--- config.mk ---
export PLATFORM = sky130hd
export DESIGN_NAME = bgr_pixel_pair_format_converter
export DESIGN_NICKNAME = d
export VERILOG_FILES = /design/src/hdl/bgr_pfc_pkg.sv /design/src/hdl/bgr_pixel_pair_format_converter.sv /design/src/hdl/bgr_pfc_pack.sv
export SDC_FILE = /design/constraint.sdc
export NUM_CORES = 1
export LEC_CHECK = 0
export ABC_AREA = 1
export BUFFER_PORTS_ARGS = -buffer_cell sky130_fd_sc_hd__buf_2
export CORE_MARGIN = 1.5
export CORE_UTILIZATION = 25
export CTS_BUF_LIST = sky130_fd_sc_hd__clkbuf_4 sky130_fd_sc_hd__clkbuf_8
export CTS_CLUSTER_SIZE = 40
export DETAILED_ROUTE_END_ITERATION = 16
export PLACE_DENSITY = 0.4
export SLEW_MARGIN = 10
export SYNTH_ARGS = -nofsm -noshare
export SYNTH_HDL_FRONTEND = slang
export SYNTH_SLANG_ARGS = --single-unit
--- constraint.sdc ---
create_clock -name aclk -period 9.9 [get_ports aclk]
set_input_delay 1.98 -clock aclk [delete_from_list [all_inputs] [get_ports aclk]]
set_output_delay 1.98 -clock aclk [all_outputs]
set_load 0.02 [all_outputs]
--- src/hdl/bgr_pfc_pkg.sv ---
// Shared types, format codes, coefficients and arithmetic helpers for the
// BGR pixel-pair format converter. No dependencies.
package bgr_pfc_pkg;

    // Output format codes; code three falls back to RGB24
    localparam logic [1:0] FMT_RGB24 = 2'd0;
    localparam logic [1:0] FMT_YUY2  = 2'd1;
    localparam logic [1:0] FMT_RGB32 = 2'd2;

    localparam logic [3:0] COUNT_YUY2  = 4'd4;
    localparam logic [3:0] COUNT_RGB24 = 4'd6;
    localparam logic [3:0] COUNT_RGB32 = 4'd8;

    localparam logic [7:0] ALPHA_OPAQUE = 8'hFF;

    localparam int SUM_W = 18;
    localparam int BYTE_OFS_W = 11;

    typedef logic signed [SUM_W-1:0]      sum_t;
    typedef logic signed [BYTE_OFS_W-1:0] ofs_t;

    // BT.601 integer coefficients
    localparam sum_t CY_R = 18'sd66;
    localparam sum_t CY_G = 18'sd129;
    localparam sum_t CY_B = 18'sd25;
    localparam sum_t CU_R = -18'sd38;
    localparam sum_t CU_G = -18'sd74;
    localparam sum_t CU_B = 18'sd112;
    localparam sum_t CV_R = 18'sd112;
    localparam sum_t CV_G = -18'sd94;
    localparam sum_t CV_B = -18'sd18;
    localparam sum_t ROUND_HALF = 18'sd128;

    localparam ofs_t Y_OFFSET = 11'sd16;
    localparam ofs_t C_OFFSET = 11'sd128;

    // Six bytes of one pixel pair
    typedef struct packed {
        logic [7:0] r1;
        logic [7:0] g1;
        logic [7:0] b1;
        logic [7:0] r0;
        logic [7:0] g0;
        logic [7:0] b0;
    } pair_t;

    // Control that travels with each item
    typedef struct packed {
        logic [1:0] fmt;
        logic       last;
    } ctrl_t;

    typedef struct packed {
        sum_t y0;
        sum_t u;
        sum_t y1;
        sum_t v;
    } sums_t;

    function automatic sum_t widen(input logic [7:0] x);
        return $signed({{(SUM_W-8){1'b0}}, x});
    endfunction

    function automatic sum_t dot3(input logic [7:0] r, input logic [7:0] g,
                                  input logic [7:0] b, input sum_t kr,
                                  input sum_t kg, input sum_t kb);
        return widen(r) * kr + widen(g) * kg + widen(b) * kb + ROUND_HALF;
    endfunction

    // Floor shift, add offset, clamp to a byte
    function automatic logic [7:0] scale_clamp(input sum_t s, input ofs_t ofs);
        sum_t sh;
        ofs_t val;
        sh  = s >>> 8;
        val = sh[BYTE_OFS_W-1:0] + ofs;
        if (val < 0)
            return 8'd0;
        else if (val > 11'sd255)
            return 8'hFF;
        else
            return val[7:0];
    endfunction

endpackage

--- src/hdl/bgr_pixel_pair_format_converter.sv ---
// Top level of the BGR pixel-pair format converter: three-stage pipeline
// with per-stage valid bits. Depends on bgr_pfc_pkg and bgr_pfc_pack.
//
//  channel | direction | ports                                  | content
//  --------+-----------+----------------------------------------+-----------------------
//  s_      | in        | s_tvalid s_tready s_tdata s_tlast      | one BGR pixel pair
//  m_      | out       | m_tvalid m_tready m_tdata m_tlast      | packed word + count
//  cfg_    | in        | cfg_valid cfg_ready cfg_data           | output format
//
// One pair per clock sustained while m_tready stays high; a pair passes
// through the average, multiply-add and clamp-and-pack registers in that
// order before m_tvalid rises with its result.
// aresetn is synchronous, active low; it empties the pipeline and sets RGB24.
// A stage advances when the stage after it is empty or moving, so a stall on
// m_tready fills the bubbles before s_tready drops. cfg_ready is always high.
module bgr_pixel_pair_format_converter (
    input  logic        aclk,
    input  logic        aresetn,
    input  logic        s_tvalid,
    output logic        s_tready,
    input  logic [47:0] s_tdata,   // b0, g0, r0, b1, g1, r1 (bits 7:0 up)
    input  logic        s_tlast,   // frame_last
    output logic        m_tvalid,
    input  logic        m_tready,
    output logic [71:0] m_tdata,   // packed_bytes[63:0], byte_count[67:64], zero
    output logic        m_tlast,   // frame_last_out
    input  logic        cfg_valid,
    output logic        cfg_ready,
    input  logic [1:0]  cfg_data   // output_format
);
    import bgr_pfc_pkg::*;

    logic [1:0] fmt_reg;

    logic  v1_reg, v2_reg, v3_reg;
    logic  adv1, adv2, adv3;
    pair_t pix1_reg, pix2_reg;
    ctrl_t ctrl1_reg, ctrl2_reg;
    logic [7:0] rc_reg, gc_reg, bc_reg;
    sums_t sums2_reg;
    logic [63:0] out_bytes_reg;
    logic [3:0]  out_count_reg;
    logic        out_last_reg;

    pair_t in_pix;
    logic [8:0] r_sum, g_sum, b_sum;
    logic [63:0] pack_bytes;
    logic [3:0]  pack_count;

    assign in_pix = s_tdata;
    assign r_sum  = {1'b0, in_pix.r0} + {1'b0, in_pix.r1};
    assign g_sum  = {1'b0, in_pix.g0} + {1'b0, in_pix.g1};
    assign b_sum  = {1'b0, in_pix.b0} + {1'b0, in_pix.b1};

    // A stage loads when it is free or its contents move on
    assign adv3 = !v3_reg || m_tready;
    assign adv2 = !v2_reg || adv3;
    assign adv1 = !v1_reg || adv2;

    assign s_tready  = adv1;
    assign cfg_ready = 1'b1;

    always_ff @(posedge aclk) begin
        if (!aresetn) begin
            fmt_reg <= FMT_RGB24;
            v1_reg  <= 1'b0;
            v2_reg  <= 1'b0;
            v3_reg  <= 1'b0;
        end else begin
            if (cfg_valid)
                fmt_reg <= cfg_data;
            if (adv1)
                v1_reg <= s_tvalid;
            if (adv2)
                v2_reg <= v1_reg;
            if (adv3)
                v3_reg <= v2_reg;
        end
    end

    // Stage 1: capture pair, floor-average the colors
    always_ff @(posedge aclk) begin
        if (adv1) begin
            pix1_reg       <= in_pix;
            ctrl1_reg.fmt  <= fmt_reg;
            ctrl1_reg.last <= s_tlast;
            rc_reg         <= r_sum[8:1];
            gc_reg         <= g_sum[8:1];
            bc_reg         <= b_sum[8:1];
        end
    end

    // Stage 2: weighted sums with rounding bias
    always_ff @(posedge aclk) begin
        if (adv2) begin
            pix2_reg     <= pix1_reg;
            ctrl2_reg    <= ctrl1_reg;
            sums2_reg.y0 <= dot3(pix1_reg.r0, pix1_reg.g0, pix1_reg.b0, CY_R, CY_G, CY_B);
            sums2_reg.y1 <= dot3(pix1_reg.r1, pix1_reg.g1, pix1_reg.b1, CY_R, CY_G, CY_B);
            sums2_reg.u  <= dot3(rc_reg, gc_reg, bc_reg, CU_R, CU_G, CU_B);
            sums2_reg.v  <= dot3(rc_reg, gc_reg, bc_reg, CV_R, CV_G, CV_B);
        end
    end

    bgr_pfc_pack u_pack (
        .sums         (sums2_reg),
        .pix          (pix2_reg),
        .ctrl         (ctrl2_reg),
        .packed_bytes (pack_bytes),
        .byte_count   (pack_count)
    );

    // Stage 3: output register, held while the transfer waits
    always_ff @(posedge aclk) begin
        if (adv3) begin
            out_bytes_reg <= pack_bytes;
            out_count_reg <= pack_count;
            out_last_reg  <= ctrl2_reg.last;
        end
    end

    assign m_tvalid = v3_reg;
    assign m_tdata  = {4'd0, out_count_reg, out_bytes_reg};
    assign m_tlast  = out_last_reg;

endmodule

--- src/hdl/bgr_pfc_pack.sv ---
// Final stage logic: scale and clamp the YUV sums, build the output word
// and byte count for the selected format. Depends on bgr_pfc_pkg.
module bgr_pfc_pack (
    input  bgr_pfc_pkg::sums_t  sums,
    input  bgr_pfc_pkg::pair_t  pix,
    input  bgr_pfc_pkg::ctrl_t  ctrl,
    output logic [63:0]         packed_bytes,
    output logic [3:0]          byte_count
);
    import bgr_pfc_pkg::*;

    logic [7:0] y0_byte;
    logic [7:0] u_byte;
    logic [7:0] y1_byte;
    logic [7:0] v_byte;

    assign y0_byte = scale_clamp(sums.y0, Y_OFFSET);
    assign y1_byte = scale_clamp(sums.y1, Y_OFFSET);
    assign u_byte  = scale_clamp(sums.u, C_OFFSET);
    assign v_byte  = scale_clamp(sums.v, C_OFFSET);

    always_comb begin
        unique case (ctrl.fmt)
            FMT_YUY2: begin
                packed_bytes = {32'd0, v_byte, y1_byte, u_byte, y0_byte};
                byte_count   = COUNT_YUY2;
            end
            FMT_RGB32: begin
                packed_bytes = {ALPHA_OPAQUE, pix.r1, pix.g1, pix.b1,
                                ALPHA_OPAQUE, pix.r0, pix.g0, pix.b0};
                byte_count   = COUNT_RGB32;
            end
            default: begin
                packed_bytes = {16'd0, pix};
                byte_count   = COUNT_RGB24;
            end
        endcase
    end

endmodule

# == Word level (Yosys, flattened, before mapping) ==
# Index checks and enable logic that the tools add are counted.
# totals
ff_bits,272
latch_bits,0
ramBits,0
rom_bits,0
in_bits,56
out_inout_bits,76
memories,0
# classes
addsub,19
multipliers,12
n_div,0
magnitude_cmp,8
n_eq_ne,2
shifts,0
mux,10
bitwise_logic,0
n_reduce_logical,6
# op_table
operator,count
$pmux W64 S2,1
$add A18 B9 Y18 const B,4
$mux W8,8
$gt A11 B9 Y1 const B,4
$lt A11 B1 Y1 const B,4
$add A16 B17 Y18,2
$add A17 B13 Y18,2
$add A15 B16 Y17,2
$mul A8 B8 Y16 const B,2
$mul A9 B7 Y16 const B,2
$mul A8 B6 Y14 const B,2
$add A8 B8 Y9,3
$mul A8 B5 Y13 const B,2
$add A10 B6 Y11 const B,2
$add A10 B9 Y11 const B,2
$mul A8 B3 Y11 const B,2
$add A18 B15 Y18,1
$add A18 B16 Y18,1
$mul A9 B6 Y15 const B,1
$mul A9 B5 Y14 const B,1
$pmux W4 S2,1
$logic_not A1 Y1,3
$logic_or A1 B1 Y1,3
$eq A2 B1 Y1 const B,1
$eq A2 B2 Y1 const B,1

# == Logic depth before layout (Yosys ltp) ==
# logic_depth
word_depth,5
depth_mapped,29

# == By module ==
# From an unflattened synthesis, not the netlist that was laid out.
# unflattened
hier_cells,2504
area_unflattened_um2,23533.8
# by_module_without_submodules
module,n_inst,cells_per_inst,area_each_um2
bgr_pixel_pair_format_converter,1,2187,21966.1
bgr_pfc_pack,1,317,1567.8

# == Worst setup path before layout ==
# No wires, ideal clock.
# synth_path
path_type,input to output
startpoint,in m_tready
endpoint,out s_tready
arrival_ns,5.325
required_ns,7.920
slack_ns,2.595
stages,4
n_path_buf,0
path_cell_list,inv_1 nand2_1 nor2_1 nand2_1
# synth_via
elab_chain_cells,3
# synth_rtl
item,line,source
start: declaration,bgr_pixel_pair_format_converter.sv:24,"input logic m_tready,"
$logic_or A1 B1 Y1,bgr_pixel_pair_format_converter.sv:56,assign adv3 = !v3_reg || m_tready;
net adv3,bgr_pixel_pair_format_converter.sv:36,"logic adv1, adv2, adv3;"
$logic_or A1 B1 Y1,bgr_pixel_pair_format_converter.sv:57,assign adv2 = !v2_reg || adv3;
$logic_or A1 B1 Y1,bgr_pixel_pair_format_converter.sv:58,assign adv1 = !v1_reg || adv2;
end: declaration,bgr_pixel_pair_format_converter.sv:20,"output logic s_tready,"
# The timed path passes the listed nets, and every way through them passes these cells.

# == Final worst setup path ==
# layout_path
startpoint,reg gc_reg[1]
endpoint,reg sums2_reg[53] (netlist bit) (data pin)
# layout_via
elab_chain_cells,4
# layout_rtl
item,line,source
start: declaration,bgr_pixel_pair_format_converter.sv:39,"logic [7:0] rc_reg, gc_reg, bc_reg;"
start signal: assignment,bgr_pixel_pair_format_converter.sv:88,gc_reg <= g_sum[8:1];
$mul A9 B7 Y16,bgr_pfc_pkg.sv:67,return widen(r) * kr + widen(g) * kg + widen(b) * kb + ROUND_HALF;
$add A16 B17 Y18,bgr_pfc_pkg.sv:67,
$add A18 B16 Y18,bgr_pfc_pkg.sv:67,
$add A18 B9 Y18,bgr_pfc_pkg.sv:67,
end: declaration,bgr_pixel_pair_format_converter.sv:40,sums_t sums2_reg;
# No other way between the ends.
# A chain may end at the register's enable or synchronous reset.

==> results.md <==
- Drt total wl: 58800 um
- Fin Hold WS: 0.413 ns
- Primary FF master, synth: edfxtp_1
- Synth Register Bits: 231
- Layout cell share with drive strength beyond 1: 8.82%
- Top Family by Delay on Critical Path: adder cells
- Sum of negative setup slack: 0 ns
- FILL cells: 9135
- Cts repair resizes: 0
- Adder-Cell Fraction of Synth Area: 35.7%
- Setup Fix Bufs, Post-CTS: 0
- Largest family of logic cells by synthesized area: adder cells
- TritonCTS buffer count: 42
- Yosys Warn Count: 0
- Avg Vias per Cell: 4.32
- Row count: 107
- GRT overflow: 0
- RSZ-0062 raised after global routing: false
- CP arrival: 6.33 ns
- Fraction of registers with async set or reset after synthesis: 0%
- WL per Instance: 16.2 um
- Initial DRC Count: 680
- Period utilisation layout: 60.2%
- H-tree depth: 2
- Synth Instances: 2296
- Initial DRT Pass Iterations: 5
- ANT nets after route: 0
- IO buf count: 125
- Max frequency: 168 MHz
- Hold Vio Cnt, Final: 0
- First-pass GRT wire length: 91100 um
- Post-route met1 wirelength: 27800 um
- Nets: 3041
- TritonCTS clock tree: done
- Routed wl met2: 27800 um
- Slew Limit Fails: 0
- Area leader, netlist: edfxtp_1
- Max layer used: met5
- Via Count: 15683
- WP data required: 10.27 ns
- Slew margin rel.: 32.0%
- Met3 WL post-DR: 1760 um
- Max Cap Viol: 0
- CTS Hold Bufs: 0
- Status: completed
- Synth top area share: 31.5%
- Seq/Total Area, Yosys: 31.9%
- Core box area: 0.0853 sq mm
- EDFF count, synth: 226
- Post-synthesis mux area share: 0%
- Largest net degree at the start of global routing: 72
- Worst setup EP type: flop
- CP max FO: 7
- Most common cell in the netlist: inv_1
- Initial core utilization: 25.3%
- Critical path class: reg2reg
- Sink Count: 231
- Final setup viols: 0
- CP cell instances: inv_1, ha_1, inv_1, fa_1, inv_1, fa_1, inv_1, fa_1, inv_1, ha_1, nand2_1, o21ai_0, nor2_1, xor2_1, fa_1, inv_1, ha_1, ha_1, a21oi_1, o21ai_0, a21oi_1, nand2_1, nand2_1, nand2_1
- Number of global-route vias before repair: 16008
- IO Count: 132
- DRC violation count after routing: 0
- Synthesized area per cell: 9.39 sq um
- Critical path startpoint category: flop
- HP Class: reg2reg
- Deepest clock path buffer count: 3
- Die area: 0.0880 sq mm
- Slowest CP cell: fa_1
- Fin crit period: 5.96 ns
- Height of the chip: 297 um
- Area Growth Syn to Fin: 13.0%
- Layout Utilization: 28.6%
- Setup ws final: 3.94 ns
- Setup Skew: 0.0226 ns
- Synth cell count leaders: 456 x inv_1, 452 x nand2_1, 396 x ha_1
- CTS clk-pin slew, worst paths: 0.07 ns
- Netlist cell types: 41
- HPWL after detailed placement: 49500 um
- Synth Area in Simple Gates: 14.4%
- Compound-Gate Fraction of Synth Area: 6.20%
- Initial antenna violation count: 4
- Die width: 297 um
- CP bufs+invs: 6
- Synth Area in XOR/XNOR: 3.05%
- Slew @ Worst Pin: 1.02 ns
- GRT Total Usage: 13.6%
- Root buf cell: clkbuf_8
- Most Frequent Cell on Critical Path: inv_1
- Routability congestion estimate: 0.840
- Number of flip-flops in the largest register: 57
- Synth top area cells: edfxtp_1 31%, ha_1 23%, fa_1 13%, inv_1 7.9%, nand2_1 7.9%
- Mapped Area: 0.0216 sq mm
- Pre-CTS WS: 3.91 ns
- Worst-Skew Late Latency: 0.61 ns
- Max incr delay on CP: 0.53 ns
## layout make-up
cell class | instances | area, sq um | share of cell area (%)
Inverter | 459 | 1730 | 7.09
Antenna cell | 1 | 2.50 | 0.0103
Sequential cell | 231 | 6890 | 28.3
Timing Repair Buffer | 128 | 648 | 2.66
Clock buffer | 52 | 653 | 2.68
Multi-Input combinational cell | 1590 | 12800 | 52.7
Tap cell | 1144 | 1430 | 5.87
Clock inverter | 23 | 183 | 0.750
## metrics by stage
stage | instances | cell area [sq um]
finish | 3628 | 24400
global route | 3628 | 24400
CTS | 3627 | 24400
detailed placement | 3552 | 23500
global placement | 3552 | 23500
floorplan | 2300 | 21600
## final timing paths
path,start,endpoint,slack [ns],cells past startpoint
max,gc_reg[1]$_DFFE_PP_,sums2_reg[53]$_DFFE_PP_,3.94,24
min,ctrl1_reg[2]$_DFFE_PP_,ctrl2_reg[2]$_DFFE_PP_,0.41,0
max reg2reg,gc_reg[1]$_DFFE_PP_,sums2_reg[53]$_DFFE_PP_,3.94,24
min reg2reg,ctrl1_reg[2]$_DFFE_PP_,ctrl2_reg[2]$_DFFE_PP_,0.41,0
## layer usage
| layer | global-route usage (%) | vias to the layer above |
|---|---|---|
| met3 | 1.60 | 59 |
| met5 | 0 | - |
| met4 | 3.65 | 2 |
| met2 | 23.0 | 226 |
| li1 | - | 7864 |
| met1 | 18.2 | 7532 |
## cell usage in the layout, fill, tap and decap left out, drive strengths merged
cell      synthesis  routed
a21o              8       8
a21oi           113     113
a31oi             9       9
and2              7       7
and3              3       3
buf              19     128
bufinv            0       2
clkbuf            1      52
clkinv            0      16
clkinvlp          0       3
conb              2       6
dfxtp             5       5
diode             0       1
edfxtp          226     226
fa              137     137
ha              396     396
inv             459     461
nand2           459     459
nand2b            1       1
nand3            87      87
nand3b            7       7
nand4            50      50
nor2            106     106
nor3             15      15
nor3b             2       2
o211ai            5       5
o21a              6       6
o21ai            80      80
o21bai           10      10
o22ai             9       9
o31ai             1       1
xnor2            35      35
xor2             38      38
## cell families after synthesis
group,count (synthesis)
AND/OR/NAND/NOR,737
adder cells (fa/ha/maj),533
buffers and inverters,479
AO/OA/AOI/OAI,241
flip-flops,231
XOR/XNOR,73
other,2
Power is not shown: default switching activity piles up to over one toggle a cycle in this logic, so the estimate is an artifact.
